--- config.mk ---
export PLATFORM = sky130hd
export DESIGN_NAME = utf8_text_validator_top
export DESIGN_NICKNAME = d
export VERILOG_FILES = /design/src/rtl/utf8v_pkg.sv /design/src/rtl/utf8_text_validator_top.sv
export SDC_FILE = /design/constraint.sdc
export NUM_CORES = 1
export LEC_CHECK = 0
export BUFFER_PORTS_ARGS = -buffer_cell sky130_fd_sc_hd__buf_2
export CAP_MARGIN = 5
export CORE_UTILIZATION = 45
export CTS_CLUSTER_DIAMETER = 60
export DETAILED_ROUTE_END_ITERATION = 8
export PLACE_DENSITY = 0.63
export SYNTH_ARGS = -nofsm -noshare
export SYNTH_HDL_FRONTEND = slang
export SYNTH_SLANG_ARGS = --single-unit
--- constraint.sdc ---
create_clock -name clk -period 2.2 [get_ports clk]
set_clock_uncertainty 0.05 [all_clocks]
set_input_delay 0.11 -clock clk [delete_from_list [all_inputs] [get_ports clk]]
set_output_delay 0.11 -clock clk [all_outputs]
set_load 0.01 [all_outputs]
--- src/rtl/utf8v_pkg.sv ---
// Package with the constants and the code point check of the UTF-8 text validator.
`timescale 1ns / 1ps
`default_nettype none

package utf8v_pkg;

    localparam int unsigned ByteW = 8;
    localparam int unsigned CodeW = 21;

    localparam logic [1:0] KIND_NONE  = 2'd0;
    localparam logic [1:0] KIND_TWO   = 2'd1;
    localparam logic [1:0] KIND_THREE = 2'd2;
    localparam logic [1:0] KIND_FOUR  = 2'd3;

    localparam logic [ByteW-1:0] CONT_MASK  = 8'hc0;
    localparam logic [ByteW-1:0] CONT_MARK  = 8'h80;
    localparam logic [ByteW-1:0] LEAD2_LO   = 8'hc2;
    localparam logic [ByteW-1:0] LEAD2_HI   = 8'hdf;
    localparam logic [ByteW-1:0] LEAD3_LO   = 8'he0;
    localparam logic [ByteW-1:0] LEAD3_HI   = 8'hef;
    localparam logic [ByteW-1:0] LEAD4_LO   = 8'hf0;
    localparam logic [ByteW-1:0] LEAD4_HI   = 8'hf4;
    localparam logic [ByteW-1:0] ASCII_TOP  = 8'h80;
    localparam logic [ByteW-1:0] CTRL_TOP   = 8'h20;
    localparam logic [ByteW-1:0] CHAR_DEL   = 8'h7f;
    localparam logic [ByteW-1:0] CHAR_LF    = 8'h0a;

    localparam logic [CodeW-1:0] MIN_THREE  = 21'h000800;
    localparam logic [CodeW-1:0] MIN_FOUR   = 21'h010000;
    localparam logic [CodeW-1:0] SURR_LO    = 21'h00d800;
    localparam logic [CodeW-1:0] SURR_HI    = 21'h00dfff;
    localparam logic [CodeW-1:0] CODE_MAX   = 21'h10ffff;
    localparam logic [CodeW-1:0] C1_LO      = 21'h000080;
    localparam logic [CodeW-1:0] C1_HI      = 21'h00009f;

    // A completed sequence is refused when it is overlong, a surrogate, out of range
    // or a C1 control.
    function automatic logic code_rejected(input logic [1:0] kind, input logic [CodeW-1:0] cp);
        logic bad;
        bad = 1'b0;
        if (kind == KIND_THREE && cp < MIN_THREE)
        begin
            bad = 1'b1;
        end
        if (kind == KIND_FOUR && cp < MIN_FOUR)
        begin
            bad = 1'b1;
        end
        if (cp >= SURR_LO && cp <= SURR_HI)
        begin
            bad = 1'b1;
        end
        if (cp > CODE_MAX)
        begin
            bad = 1'b1;
        end
        if (cp >= C1_LO && cp <= C1_HI)
        begin
            bad = 1'b1;
        end
        return bad;
    endfunction

endpackage

`default_nettype wire

--- src/rtl/utf8_text_validator_top.sv ---
// Top level of the UTF-8 text validator: input register, byte check and result register.
//
//   Channel   Direction  Handshake                  Payload
//   in        input      in_valid / in_stall        data_byte, last_byte
//   out       output     out_valid / out_stall      text_valid
//   cfg       input      cfg_write_en               cfg_write_data (line feed accepted)
//
// One byte is taken in every cycle while in_stall is low; the verdict is written to the
// result register when the last byte of a string leaves the input register.
// The rate is set by the single pass through the byte check between the input register
// and the string state registers.
// Reset clears the string state, the pipeline valids and the line feed setting.
// A last byte waits in the input register while the result register holds a verdict that
// is stalled, and in_stall is raised for that time.
`timescale 1ns / 1ps
`default_nettype none

module utf8_text_validator_top (
    input  wire logic       clk,
    input  wire logic       rst_n,
    input  wire logic       cfg_write_en,
    input  wire logic       cfg_write_data,
    input  wire logic       in_valid,
    output logic            in_stall,
    input  wire logic [7:0] data_byte,
    input  wire logic       last_byte,
    output logic            out_valid,
    input  wire logic       out_stall,
    output logic            text_valid
);

    localparam int unsigned CodeW = utf8v_pkg::CodeW;

    logic                 lf_accept_reg;
    logic                 s1_valid_reg;
    logic                 s1_valid_next;
    logic [7:0]           s1_byte_reg;
    logic                 s1_last_reg;
    logic [1:0]           pending_reg;
    logic [1:0]           pending_next;
    logic [1:0]           kind_reg;
    logic [1:0]           kind_next;
    logic [CodeW-1:0]     accum_reg;
    logic [CodeW-1:0]     accum_next;
    logic                 error_reg;
    logic                 error_next;
    logic                 out_valid_reg;
    logic                 out_valid_next;
    logic                 text_valid_reg;
    logic                 text_valid_next;

    logic                 in_accept;
    logic                 out_free;
    logic                 s1_go;
    logic [CodeW-1:0]     accum_shift;
    logic [1:0]           pending_dec;

    assign out_free  = !out_valid_reg || !out_stall;
    assign s1_go     = s1_valid_reg && (!s1_last_reg || out_free);
    assign in_stall  = s1_valid_reg && !s1_go;
    assign in_accept = in_valid && !in_stall;

    assign accum_shift = {accum_reg[CodeW-7:0], s1_byte_reg[5:0]};
    assign pending_dec = pending_reg - 2'd1;

    always_comb
    begin
        pending_next = pending_reg;
        kind_next    = kind_reg;
        accum_next   = accum_reg;
        error_next   = error_reg;
        if (!error_reg)
        begin
            if (pending_reg != 2'd0)
            begin
                if ((s1_byte_reg & utf8v_pkg::CONT_MASK) != utf8v_pkg::CONT_MARK)
                begin
                    error_next = 1'b1;
                end
                else
                begin
                    accum_next   = accum_shift;
                    pending_next = pending_dec;
                    if (pending_dec == 2'd0 && utf8v_pkg::code_rejected(kind_reg, accum_shift))
                    begin
                        error_next = 1'b1;
                    end
                end
            end
            else if (s1_byte_reg < utf8v_pkg::ASCII_TOP)
            begin
                if (s1_byte_reg == utf8v_pkg::CHAR_LF && lf_accept_reg)
                begin
                    error_next = 1'b0;
                end
                else if (s1_byte_reg < utf8v_pkg::CTRL_TOP || s1_byte_reg == utf8v_pkg::CHAR_DEL)
                begin
                    error_next = 1'b1;
                end
            end
            else if (s1_byte_reg >= utf8v_pkg::LEAD2_LO && s1_byte_reg <= utf8v_pkg::LEAD2_HI)
            begin
                accum_next   = {{(CodeW-5){1'b0}}, s1_byte_reg[4:0]};
                kind_next    = utf8v_pkg::KIND_TWO;
                pending_next = 2'd1;
            end
            else if (s1_byte_reg >= utf8v_pkg::LEAD3_LO && s1_byte_reg <= utf8v_pkg::LEAD3_HI)
            begin
                accum_next   = {{(CodeW-4){1'b0}}, s1_byte_reg[3:0]};
                kind_next    = utf8v_pkg::KIND_THREE;
                pending_next = 2'd2;
            end
            else if (s1_byte_reg >= utf8v_pkg::LEAD4_LO && s1_byte_reg <= utf8v_pkg::LEAD4_HI)
            begin
                accum_next   = {{(CodeW-3){1'b0}}, s1_byte_reg[2:0]};
                kind_next    = utf8v_pkg::KIND_FOUR;
                pending_next = 2'd3;
            end
            else
            begin
                error_next = 1'b1;
            end
        end
    end

    always_comb
    begin
        s1_valid_next = s1_valid_reg;
        if (in_accept)
        begin
            s1_valid_next = 1'b1;
        end
        else if (s1_go)
        begin
            s1_valid_next = 1'b0;
        end
    end

    always_comb
    begin
        out_valid_next  = out_valid_reg;
        text_valid_next = text_valid_reg;
        if (s1_go && s1_last_reg)
        begin
            out_valid_next  = 1'b1;
            text_valid_next = !error_next && (pending_next == 2'd0);
        end
        else if (out_valid_reg && !out_stall)
        begin
            out_valid_next = 1'b0;
        end
    end

    always_ff @(posedge clk or negedge rst_n)
    begin
        if (!rst_n)
        begin
            lf_accept_reg <= 1'b0;
            s1_valid_reg  <= 1'b0;
            pending_reg   <= 2'd0;
            kind_reg      <= utf8v_pkg::KIND_NONE;
            accum_reg     <= '0;
            error_reg     <= 1'b0;
            out_valid_reg <= 1'b0;
        end
        else
        begin
            if (cfg_write_en)
            begin
                lf_accept_reg <= cfg_write_data;
            end
            s1_valid_reg  <= s1_valid_next;
            out_valid_reg <= out_valid_next;
            if (s1_go)
            begin
                if (s1_last_reg)
                begin
                    pending_reg <= 2'd0;
                    kind_reg    <= utf8v_pkg::KIND_NONE;
                    accum_reg   <= '0;
                    error_reg   <= 1'b0;
                end
                else
                begin
                    pending_reg <= pending_next;
                    kind_reg    <= kind_next;
                    accum_reg   <= accum_next;
                    error_reg   <= error_next;
                end
            end
        end
    end

    always_ff @(posedge clk)
    begin
        if (in_accept)
        begin
            s1_byte_reg <= data_byte;
            s1_last_reg <= last_byte;
        end
        text_valid_reg <= text_valid_next;
    end

    assign out_valid  = out_valid_reg;
    assign text_valid = text_valid_reg;

endmodule

`default_nettype wire

# Word level (Yosys, flattened, before mapping)
# Index checks and enable logic that the tools add are counted.
# W data, S select, Z words.
[classes]
addsub = 1
mul = 0
div_mod_pow = 0
n_lt_le_gt_ge = 15
eq_ne = 10
shift = 0
n_mux = 46
n_bitwise = 0
n_reduce_logical = 33
[op_table]
columns = ["op", "count"]
rows = [
  ["$mux W15", 8],
  ["$mux W2", 15],
  ["$ge A8 B8 Y1 const B", 3],
  ["$le A8 B8 Y1 const B", 3],
  ["$mux W1", 23],
  ["$ge A21 B16 Y1 const B", 1],
  ["$ge A21 B8 Y1 const B", 1],
  ["$gt A21 B21 Y1 const B", 1],
  ["$le A21 B16 Y1 const B", 1],
  ["$le A21 B8 Y1 const B", 1],
  ["$lt A21 B12 Y1 const B", 1],
  ["$lt A21 B17 Y1 const B", 1],
  ["$logic_and A1 B1 Y1", 15],
  ["$reduce_and A5 Y1", 2],
  ["$eq A8 B4 Y1 const B", 1],
  ["$eq A8 B7 Y1 const B", 1],
  ["$lt A8 B6 Y1 const B", 1],
  ["$lt A8 B8 Y1 const B", 1],
  ["$ne A2 B2 Y1 const B", 4],
  ["$logic_not A1 Y1", 6],
  ["$ne A3 B3 Y1 const B", 2],
  ["$reduce_bool A2 Y1", 3],
  ["$reduce_bool A5 Y1", 1],
  ["$eq A2 B2 Y1 const B", 2],
  ["other kinds (4)", 7],
]
[word_totals]
regBits = 33
latchBits = 0
ram_bits = 0
romBits = 0
inputBits = 15
output_inout_bits = 3
wordCells = 115
n_memories = 0

# Longest topological paths before layout
# Gate-level depths: netlist of run 1.
[logic_depth]
ltp_word = 17
depth_mapped = 7
ltp_nobuf = 7

# Least setup slack after synthesis of run 1
# OpenSTA, ideal clock, no wires.
[synth_path]
path_kind = "register -> register"
start = "reg pending_reg[0]"
end = "reg accum_reg[3]"
setup_time_ns = 0.078
t_arrival_ns = 1.683
t_required_ns = 2.072
path_slack_ns = 0.390
path_stages_with_launch = 8
n_path_buf = 1
synth_period_minus_slack_ns = 1.810
cell_sequence = "dfrtp_1 inv_1 ha_1 or2_2 o21ai_0 a21o_4 buf_6 o2bb2ai_1"
[synth_via]
elab_chain_len = 4
elab_cells_between_ends = 8
cone_classes = "eq/ne (2); mux (3); reduce/logical (3)"
[synth_rtl]
columns = ["element", "line", "source"]
rows = [
  ["start: declaration", "utf8_text_validator_top.sv:39", "logic [1:0] pending_reg;"],
  ["start signal: assignment", "utf8_text_validator_top.sv:185", "pending_reg <= pending_next;"],
  ["$reduce_bool A2 Y1 (*)", "utf8_text_validator_top.sv:74", "if (pending_reg != 2'd0)"],
  ["$mux W15", "utf8_text_validator_top.sv:74", ""],
  ["$mux W15", "utf8_text_validator_top.sv:72", "if (!error_reg)"],
  ["$mux W15", "utf8_text_validator_top.sv:176", "if (s1_last_reg)"],
  ["end signal: assignment", "utf8_text_validator_top.sv:187", "accum_reg <= accum_next;"],
  ["end: declaration", "utf8_text_validator_top.sv:43", "logic [CodeW-1:0] accum_reg;"],
]
# Mark *: on every way between the ends. The rest lies on a longest branch, timed or not. The select of a mux whose other input is x is not followed.
# A chain may end at the register's enable or synchronous reset.

# Worst setup path in the final report of run 1
[layout_path]
start = "reg s1_byte_reg[4]"
end = "reg text_valid_reg, in the netlist text_valid (data pin)"
[layout_via]
elab_chain_len = 17
elab_cells_between_ends = 54
cone_classes = "order compare (15); eq/ne (2); mux (24); reduce/logical (13)"
[layout_rtl]
columns = ["element", "line", "source"]
rows = [
  ["start: declaration", "utf8_text_validator_top.sv:37", "logic [7:0] s1_byte_reg;"],
  ["start signal: assignment", "utf8_text_validator_top.sv:198", "s1_byte_reg <= data_byte;"],
  ["$lt A21 B12 Y1", "utf8v_pkg.sv:41", "if (kind == KIND_THREE && cp < MIN_THREE)"],
  ["$logic_and A1 B1 Y1", "utf8v_pkg.sv:41", ""],
  ["$mux W1", "utf8v_pkg.sv:41", ""],
  ["$mux W1", "utf8v_pkg.sv:45", "if (kind == KIND_FOUR && cp < MIN_FOUR)"],
  ["$mux W1", "utf8v_pkg.sv:49", "if (cp >= SURR_LO && cp <= SURR_HI)"],
  ["$mux W1", "utf8v_pkg.sv:53", "if (cp > CODE_MAX)"],
  ["$mux W1", "utf8v_pkg.sv:57", "if (cp >= C1_LO && cp <= C1_HI)"],
  ["$mux W1", "utf8_text_validator_top.sv:76", "if ((s1_byte_reg & utf8v_pkg::CONT_MASK) != utf8v_pkg::CONT_MARK)"],
  ["$mux W1", "utf8_text_validator_top.sv:74", ""],
  ["$mux W1", "utf8_text_validator_top.sv:72", ""],
  ["$logic_and A1 B1 Y1", "utf8_text_validator_top.sv:84", "if (pending_dec == 2'd0 && utf8v_pkg::code_rejected(kind_reg, accum_shift))"],
  ["$mux W1", "utf8_text_validator_top.sv:84", ""],
  ["$mux W1", "utf8_text_validator_top.sv:76", ""],
  ["$mux W1", "utf8_text_validator_top.sv:74", ""],
  ["$mux W1", "utf8_text_validator_top.sv:72", ""],
  ["$logic_not A1 Y1", "utf8_text_validator_top.sv:146", "text_valid_next = !error_next && (pending_next == 2'd0);"],
  ["$logic_and A1 B1 Y1 (*)", "utf8_text_validator_top.sv:146", ""],
  ["end signal: assignment", "utf8_text_validator_top.sv:201", "text_valid_reg <= text_valid_next;"],
  ["end: declaration", "utf8_text_validator_top.sv:49", "logic text_valid_reg;"],
]
# Marked as above.

==> impl_results.md, run 1 <==
- Status: finished, final reports clean
- Count of final setup violators: 0
- Type of origin of the critical path: register
- Fill count: 274
- Yosys top cell area share: 35.38%
- Share of layout cells above drive strength 1: a little over a fifth
- Most common cell after layout, fill and taps aside: dfrtp_1
- Post-synthesis xor/xnor area fraction: 0.5385%
- Clock sink count: 33
- Clock root buffer: clkbuf_4
- Drt wl/cell: 14.87 um
- FP Rows: 21
- Ys flop type: dfrtp_1
- Slew HR: 65.36%
- Critical path class: register to register
- First-pass GRT wire length: 5761 um
- Worst-Margin Slew: 0.5197 ns
- Die W: 62.12 um
- Clk slew on worst S/H paths: ~0.10 ns
- ANT cells: 0
- Non-filler instance count after layout: about 220
- Adder-Cell Fraction of Synth Area: between 1.5 and 2%
- Routed WL: 3315 um
- Area grow syn2layout: 20.38%
- F_max: 0.5015 GHz
- Leading area contributor after synthesis: dfrtp_1
- Multi-input combinational cell area: approximately 710 um2
- Worst setup margin: roughly 0.21 ns
- Top post-synthesis cells by area: dfrtp_1, edfxtp_1, a22o_1, nor2_1, nand3_1
- # DRC: 0
- Fin. Hold Viols: 0
- Final instance area: 1958 um2
- Largest family of logic cells by synthesized area: compound AO/OA/AOI/OAI gates
- Worst hold-check path type: input port to asynchronous set/reset pin
- Synth Instances: 140
- Place WS: 0.1367 ns
- First-pass DRT Iterations: 4
- Clk_lat worst skew: around 0.34 ns
- CTS Buf Count: 5
- H-tree depth: 2
- DP Cell Count: 201
- Drt first-iter violations: 56
- Distinct cells, synth: 48
- Critical-path top delay cell: edfxtp_1
- Max Slew Vio Count: 0
- Mapped cell area: 1627 um2
- Vias/cell: 5.596
- Min Tclk post-route: 1.994 ns
- Chip height: 62.12 um
- Flops & latches, synth: 33
- GPL Wtd Cong: a little over 0.8
- Tot Pwr: between 1.5 and 2 mW
- Max incr delay on CP: 0.52 ns
- Tcrit/Tclk final: 90.64%
- Syn_area_per_cell: 11.62 um2
- Largest register FFs: 15
- FF+latch area: roughly 880 um2
- Crit-path cells: nor4b_2 > a311oi_1 > or3_1 > a221oi_2 > nor3b_2
- Clk buf depth: 2
- DP HPWL: 2271 um
- Unrepaired setup endpoints after global routing: false
- DRT antenna net count: 0
- Smallest hold slack: approximately 0.22 ns
- Post-Synth Simple-Gate Area: 17.31%
- Net Count, Synth: between 150 and 200
- Effective utilization at floorplan: 47.99%
- Via count of the first global-routing pass: 1287
- I/O Pins: 18
- Initial antenna violation count: 0
- Max rail drop VDD: 0.4033 mV
- P_leak: 0.8313 nW
- Port-buffer cells: 17
- Worst r2r path cells: 5
- Crit. End Element: register
- Ys Warns: 0
- EDFF count, synth: 10
- Crit path DAT: 2.14 ns
- Compound-Gate Fraction of Synth Area: between 20% and 30%
- Most frequent cells in the layout: dfrtp_1, buf_2, a22o_1, dlygate4sd3_1, nor2_1
- Power per cell area: 845.0 nW/um2
- Dpl cell area: between 1500 and 2000 um2
- Die area: slightly below 4000 um2
- Final setup TNS: 0 ns
- Post-synthesis sequential area ratio: a little over half
- CTS tree: built
- Core area: 3390 um2
- CP max FO: 7
- Final Util: 57.77%
- Total track usage: 19.55%
- Nets: 193
- Post-synthesis mux area share: under 10%
- Max Cap Viol: 0
- Global route overflow: 0
- Largest net degree at the start of global routing: 24
- Via Count: ~1.2k
- FFs w/ async S/R, synth: 69.70%
- Worst EP required: between 2 and 2.5 ns
-- critical path: cells and delay by family (launching register included) --
kind | cells | cell delay, ns
simple gates | 3 | 0.91
flops | 1 | 0.52
compound gates | 2 | 0.38
-- worst paths after layout --
kind | startpoint | end | slack (ns)
max in group asynchronous | rst_n | accum_reg[1] | 1.53
min reg2reg | accum_reg[11] | accum_reg[11] | 0.46
max | s1_byte_reg[4] | text_valid | 0.21
min in group clk | data_byte[3] | s1_byte_reg[3] | 0.43
min | rst_n | error_reg | 0.22
max reg2reg | s1_byte_reg[4] | text_valid | 0.21
-- final cells by class --
cell class                 count  share of cell area (%)
tap                           46                   2.939
timing repair buffer          33                   12.27
clock inverter                 2                  0.5112
clock buffer                   6                   2.109
inverter                       7                   1.342
sequential                    33                   44.73
multi-input combinational     96                   36.10
-- cells in the mapped netlist, drive strengths merged, types with 2 or more instances --
library cell and number:
dfrtp 23, a22o 15, nor2 11, edfxtp 10, inv 7, nand3 6, o21ai 6, a21oi 5
nand2 5, nand4 4, nor4 4, and2 3, clkbuf 3, nor2b 3, o21a 3, a21o 2
ha 2, nor3 2, nor4b 2, o31ai 2, or3 2
-- routing by layer --
layer	track usage, %	share of wire (%)
met2	31.59	48
met4	9.593	1.9
met1	23.60	45
met3	6.066	4.8
met5	0	0
-- report_power, final --
group / total, mW / leakage, nW / switching, mW / internal [mW]
Clock: 0.328 / 0.0320 / 0.207 / 0.121
Combinational: 0.511 / 0.393 / 0.274 / 0.237
Sequential: 0.816 / 0.406 / 0.0869 / 0.729
-- timing repair --
item / 4_1_cts / 5_1_grt
endpoints found under the hold margin: 35 / 0
endpoints found under the setup margin: 0 / 1
hold buffers: 14 / 0
resized for setup: 0 / 1
setup buffers: 0 / 0
-- logic make-up (layout without fill, tap and decap cells) --
| logic type | after synthesis | count (layout) |
|---|---|---|
| and+or+nand+nor | 48 | 48 |
| DFF | 33 | 33 |
| buffers and inverters | 11 | 48 |
| xor gates and xnor gates | 1 | 1 |
| muxes | 2 | 2 |
| adders and majority gates | 2 | 2 |
| AOI/OAI and AO/OA | 43 | 43 |
No activity file was read; power rests on OpenSTA's default activity.
==> inputs of run 2 (changes only) <==
- GPL_TIMING_DRIVEN: not set -> 0
==> run 2 against run 1 <==
Compared with the run above:
- non-clock buffer count grew 2
- final cell count rose by 0.90%
- critical path depth unchanged
- cell area barely moved
- die area did not move
- critical path type unchanged
- global-route usage fell by 0.63 points
- power down 0.75%
- count of clock-buffer cells in the layout is 1 lower
==> impl_results.md, run 2 (synthesis gave the netlist of run 1 again) <==
- Final setup TNS: 0 ns
- Critical path class: register to register
- Core area: 3390 um2
- Initial antenna violation count: 0
- Clk_lat worst skew: 0.33 ns
- Most frequent cells in the layout: dfrtp_1, buf_2, a22o_1, dlygate4sd3_1, nor2_1
- Vias/cell: 5.618
- Max Slew Vio Count: 0
- Post-CTS sizing: 0
- Type of origin of the critical path: register
- Share of layout cells above drive strength 1: 20.11%
- I/O Pins: 18
- Tot Pwr: 1.642 mW
- P_int: between 1 and 1.5 mW
- Fin. Hold Viols: 0
- FF+latch area: 875.8 um2
- # DRC: 0
- Die W: 62.12 um
- GPL Wtd Cong: about 0.83
- H-tree depth: 2
- Non-filler instance count after layout: approximately 230
- Crit. End Element: register
- Crit path DAT: 2.17 ns
- CP max FO: 7
- Drt wl/cell: 14.68 um
- Sequential group share of total power: 49.6%
- Area grow syn2layout: 20.46%
- DRT antenna net count: 0
- Fill count: 293
- Clock sink count: 33
- Sw frac: 33.90%
- Place WS: ~0.18 ns
- Via count of the first global-routing pass: 1230
- Count of final setup violators: 0
- Drt first-iter violations: around 90
- Effective utilization at floorplan: 47.99%
- Largest register FFs: 15
- Power per cell area: 838.1 nW/um2
- Multi-input combinational cell area: ~700 um2
- FP Rows: 21
- Worst setup margin: 0.1474 ns
- Die area: 3859 um2
- Critical-path top delay cell: edfxtp_1
- First-pass DRT Iterations: 4
- Via Count: 1264
- Final Util: 57.81%
- Nets: 195
- Crit-path cells: nor4b_1 > a311oi_1 > or3_1 > a221oi_2 > nor3b_2
- DP Cell Count: approximately 200
- Max incr delay on CP: slightly above 0.5 ns
- Chip height: 62.12 um
- Routed WL: approximately 3300 um
- Largest net degree at the start of global routing: 24
- ANT cells: 0
- CTS Buf Count: 5
- Logic pwr share: 31.7%
- Global route overflow: 0
- Most common cell after layout, fill and taps aside: dfrtp_1
- Clock root buffer: clkbuf_4
- DP HPWL: 2336 um
- Port-buffer cells: 17
- Tcrit/Tclk final: 93.30%
- Max Cap Viol: 0
- Worst-Margin Slew: ~0.52 ns
- P_sw: ~560 uW
- F_max: 0.4872 GHz
- Unrepaired setup endpoints after global routing: false
- Min Tclk post-route: 2.053 ns
- Slew HR: 65.40%
- P_leak: 0.8309 nW
- Max rail drop VDD: about 0.38 mV
- Clock power share: 18.6%
- Total track usage: a little under a fifth
- Worst hold-check path type: input port to asynchronous set/reset pin
- Status: finished, final reports clean
- CTS tree: built
- Worst EP required: 2.32 ns
- Clk slew on worst S/H paths: around 0.10 ns
- First-pass GRT wire length: 5623 um
- Clk buf depth: 2
[run 2: cell count changes in the layout (fill, tap and decap cells not counted), sizes merged]
cell,change
clkbuf,+2
buf,-1
clkinv,+1
[run 2: cell type report]
class                   instances  area share (%)
clock buffers                   5           1.916
flip-flops and latches         33           44.70
multi-input cells              96           35.76
inverters                       7           1.341
plain buffers                   4           1.213
repair buffers                 31           11.49
well taps                      46           2.937
clock inverters                 3          0.6386
[run 2: per-layer routing]
metal / wire length [um] / share of wire, % / track usage (%) / vias up
li1: - / - / - / 615
met1: 1412 / 43 / 24.67 / 605
met2: 1670 / 51 / 30.63 / 39
met3: 186 / 5.6 / 4.963 / 5
met4: 31 / 0.94 / 6.105 / 0
met5: 0 / 0 / 0 / -
[run 2: path summary, 6_finish.rpt]
path | slack, ns | depth (start not counted) | end | from
hold reg to reg | 0.46 | 1 | accum_reg[11] | accum_reg[11]
min in group clk | 0.43 | 2 | s1_byte_reg[4] | data_byte[4]
setup / recovery | 0.15 | 5 | text_valid | s1_byte_reg[4]
max in group asynchronous | 1.51 | 2 | accum_reg[13] | rst_n
setup reg to reg | 0.15 | 5 | text_valid | s1_byte_reg[4]
hold / removal | 0.23 | 2 | out_valid | rst_n
[run 2: critical path, delay by kind of cell, from the launching register on]
| family | cells | cell delay (ns) |
|---|---|---|
| DFF | 1 | 0.51 |
| AOI/OAI and AO/OA | 2 | 0.41 |
| and+or+nand+nor | 3 | 0.93 |
[run 2: repair_timing]
action / CTS / global route
hold buffers: 14 / 0
hold endpoints to repair: 35 / 0
setup buffers: 0 / 0
[run 2: metrics by stage]
stage	area (um2)	hold slack, ns
2_1_floorplan	1627	-0.2356
3_3_place_gp	1769	0.05542
3_5_place_dp	1769	0.06788
4_1_cts	1959	0.2432
5_1_grt	1959	0.2639
6_report	1959	0.2311
[run 2: power by group through the flow]
stage | clock network [mW] | registers, mW | logic (mW)
after detailed placement | 0 | 0.826 | 0.500
after global routing | 0.351 | 0.834 | 0.576
after CTS | 0.321 | 0.814 | 0.521
after floorplan | 0 | 0.803 | 0.395
final | 0.306 | 0.815 | 0.521
after global placement | 0 | 0.823 | 0.485
==> inputs of run 3 (changes only) <==
- RECOVER_POWER: not set -> 100
==> run 3 against run 2 <==
Compared with the run above:
- critical path depth did not move
- core utilization fell by 0.15 points
- clock power is essentially flat
- die area is the same
- worst hold slack better by 0.20 ns
- combinational power about the same
- final cell count is the same
- sequential cell count is the same
- routed wire length is 0.12% lower
- setup slack is essentially flat
- sequential share of layout area grew 0.11 points
- non-clock buffer count is the same
- critical endpoint unchanged
- largest power group unchanged
==> impl_results.md, run 3 (synthesis gave the netlist of run 1 again) <==
- Tcrit/Tclk final: 93.28%
- Fill count: between 200 and 300
- Max Slew Vio Count: 0
- F_max: 0.4873 GHz
- First-pass GRT wire length: 5623 um
- Largest net degree at the start of global routing: 24
- Drt wl/cell: 14.66 um
- Post-CTS sizing: 0
- Power per cell area: 839.0 nW/um2
- Largest register FFs: 15
- Worst-Margin Slew: 1.240 ns
- Clk buf depth: 2
- Hold Path Cell Cnt: 2
- GPL Wtd Cong: between 0.8 and 0.9
- Via Count: about 1.3k
- Final setup TNS: 0 ns
- Slew HR: 17.30%
- ANT cells: 0
- Worst r2r path cells: 5
- CP max FO: 7
- Count of final setup violators: 0
- Unrepaired setup endpoints after global routing: false
- Drt first-iter violations: between 90 and 100
- First-pass DRT Iterations: 4
- Worst hold-check path type: input port to register
- Initial antenna violation count: 0
- CTS tree: built
- Most frequent cells in the layout: dfrtp_1, a22o_1, dlygate4sd3_1, buf_2, nor2_1
- Nets: 195
- Dpl cell area: between 1500 and 2000 um2
- Vias/cell: between 5 and 6
- Clock root buffer: clkbuf_4
- Port-buffer cells: 17
- Status: finished, final reports clean
- Max rail drop VDD: between 0.3 and 0.4 mV
- Effective utilization at floorplan: 47.99%
- Clock sink count: 33
- I/O Pins: 18
- P_leak: 0.8174 nW
- Fin. Hold Viols: 0
- Chip height: 62.12 um
- Type of origin of the critical path: register
- Worst EP required: 2.32 ns
- Die W: 62.12 um
- Most common cell after layout, fill and taps aside: dfrtp_1
- FP Rows: 21
- Share of layout cells above drive strength 1: 17.88%
- H-tree depth: 2
- Global route overflow: 0
- Critical path class: register to register
- Crit path DAT: 2.17 ns
- Area grow syn2layout: 20.15%
- Crit. End Element: register
- Clk slew on worst S/H paths: 0.10 ns
- Final instance area: 1954 um2
- CTS Buf Count: 5
- Clk_lat worst skew: 0.33 ns
- Via count of the first global-routing pass: 1230
- Routed WL: roughly 3300 um
- Min Tclk post-route: 2.052 ns
- Die area: 3859 um2
- DRT antenna net count: 0
- Core area: 3390 um2
- DP HPWL: between 2000 and 2500 um
- Total track usage: 18.92%
- Max Cap Viol: 0
- # DRC: 0
## run 3: cell types whose count changed in the layout (fill, tap and decap cells not counted)
cell,change
clkbuf_1,+4
buf_2,-4
and2_1,-1
and2_0,+1
## run 3: report_power, final
group          switching [mW]  internal [mW]  total [mW]
logic                   0.279          0.239       0.519
clock network           0.190          0.115       0.306
registers              0.0866          0.729       0.815
total                   0.556           1.08        1.64
## run 3: final timing paths
path                                   to  slack (ns)      startpoint
setup reg to reg               text_valid        0.15  s1_byte_reg[4]
hold reg to reg             accum_reg[11]        0.46   accum_reg[11]
hold / removal             s1_byte_reg[4]        0.43    data_byte[4]
max in group asynchronous   accum_reg[13]        0.85           rst_n
setup / recovery               text_valid        0.15  s1_byte_reg[4]
min in group asynchronous       out_valid        0.51           rst_n
## run 3: routing by layer
layer	share of wire (%)	GRT usage, %
met1	43	24.67
met2	51	30.63
met3	5.2	4.963
met4	0.94	6.105
met5	0	0
## run 3: through the flow
step	util [%]	worst slack (ns)	hold WS [ns]	cells	total power, mW
3_3_place_gp	52.20	0.2183	0.05542	203	1.307
4_1_cts	57.81	0.1365	0.2432	225	1.656
3_5_place_dp	52.20	0.1754	0.06788	203	1.326
6_report	57.66	0.1478	0.4344	225	1.640
5_1_grt	57.66	0.007228	0.4129	225	1.758
2_1_floorplan	-	0.3896	-0.2356	140	1.198
## run 3: critical path, stage by stage, from the launching register on
cell and delay (ns):
edfxtp_1 0.51, nor4b_1 0.32, a311oi_1 0.13, or3_1 0.40, a221oi_2 0.28, nor3b_2 0.21
## run 3: final cells by class
cell class	count	area, um2	area share [%]
multi-input combinational	96	700.7	35.85
clock buffer	5	37.54	1.921
clock inverter	3	12.51	0.6402
buffer	4	23.77	1.216
inverter	7	26.28	1.344
timing repair buffer	31	220.2	11.27
sequential	33	875.8	44.81
tap	46	57.56	2.945
## run 3: repair_timing
item / 4_1_cts / 5_1_grt
setup buffers: 0 / 0
hold buffers: 14 / 0
hold endpoints to repair: 35 / 0
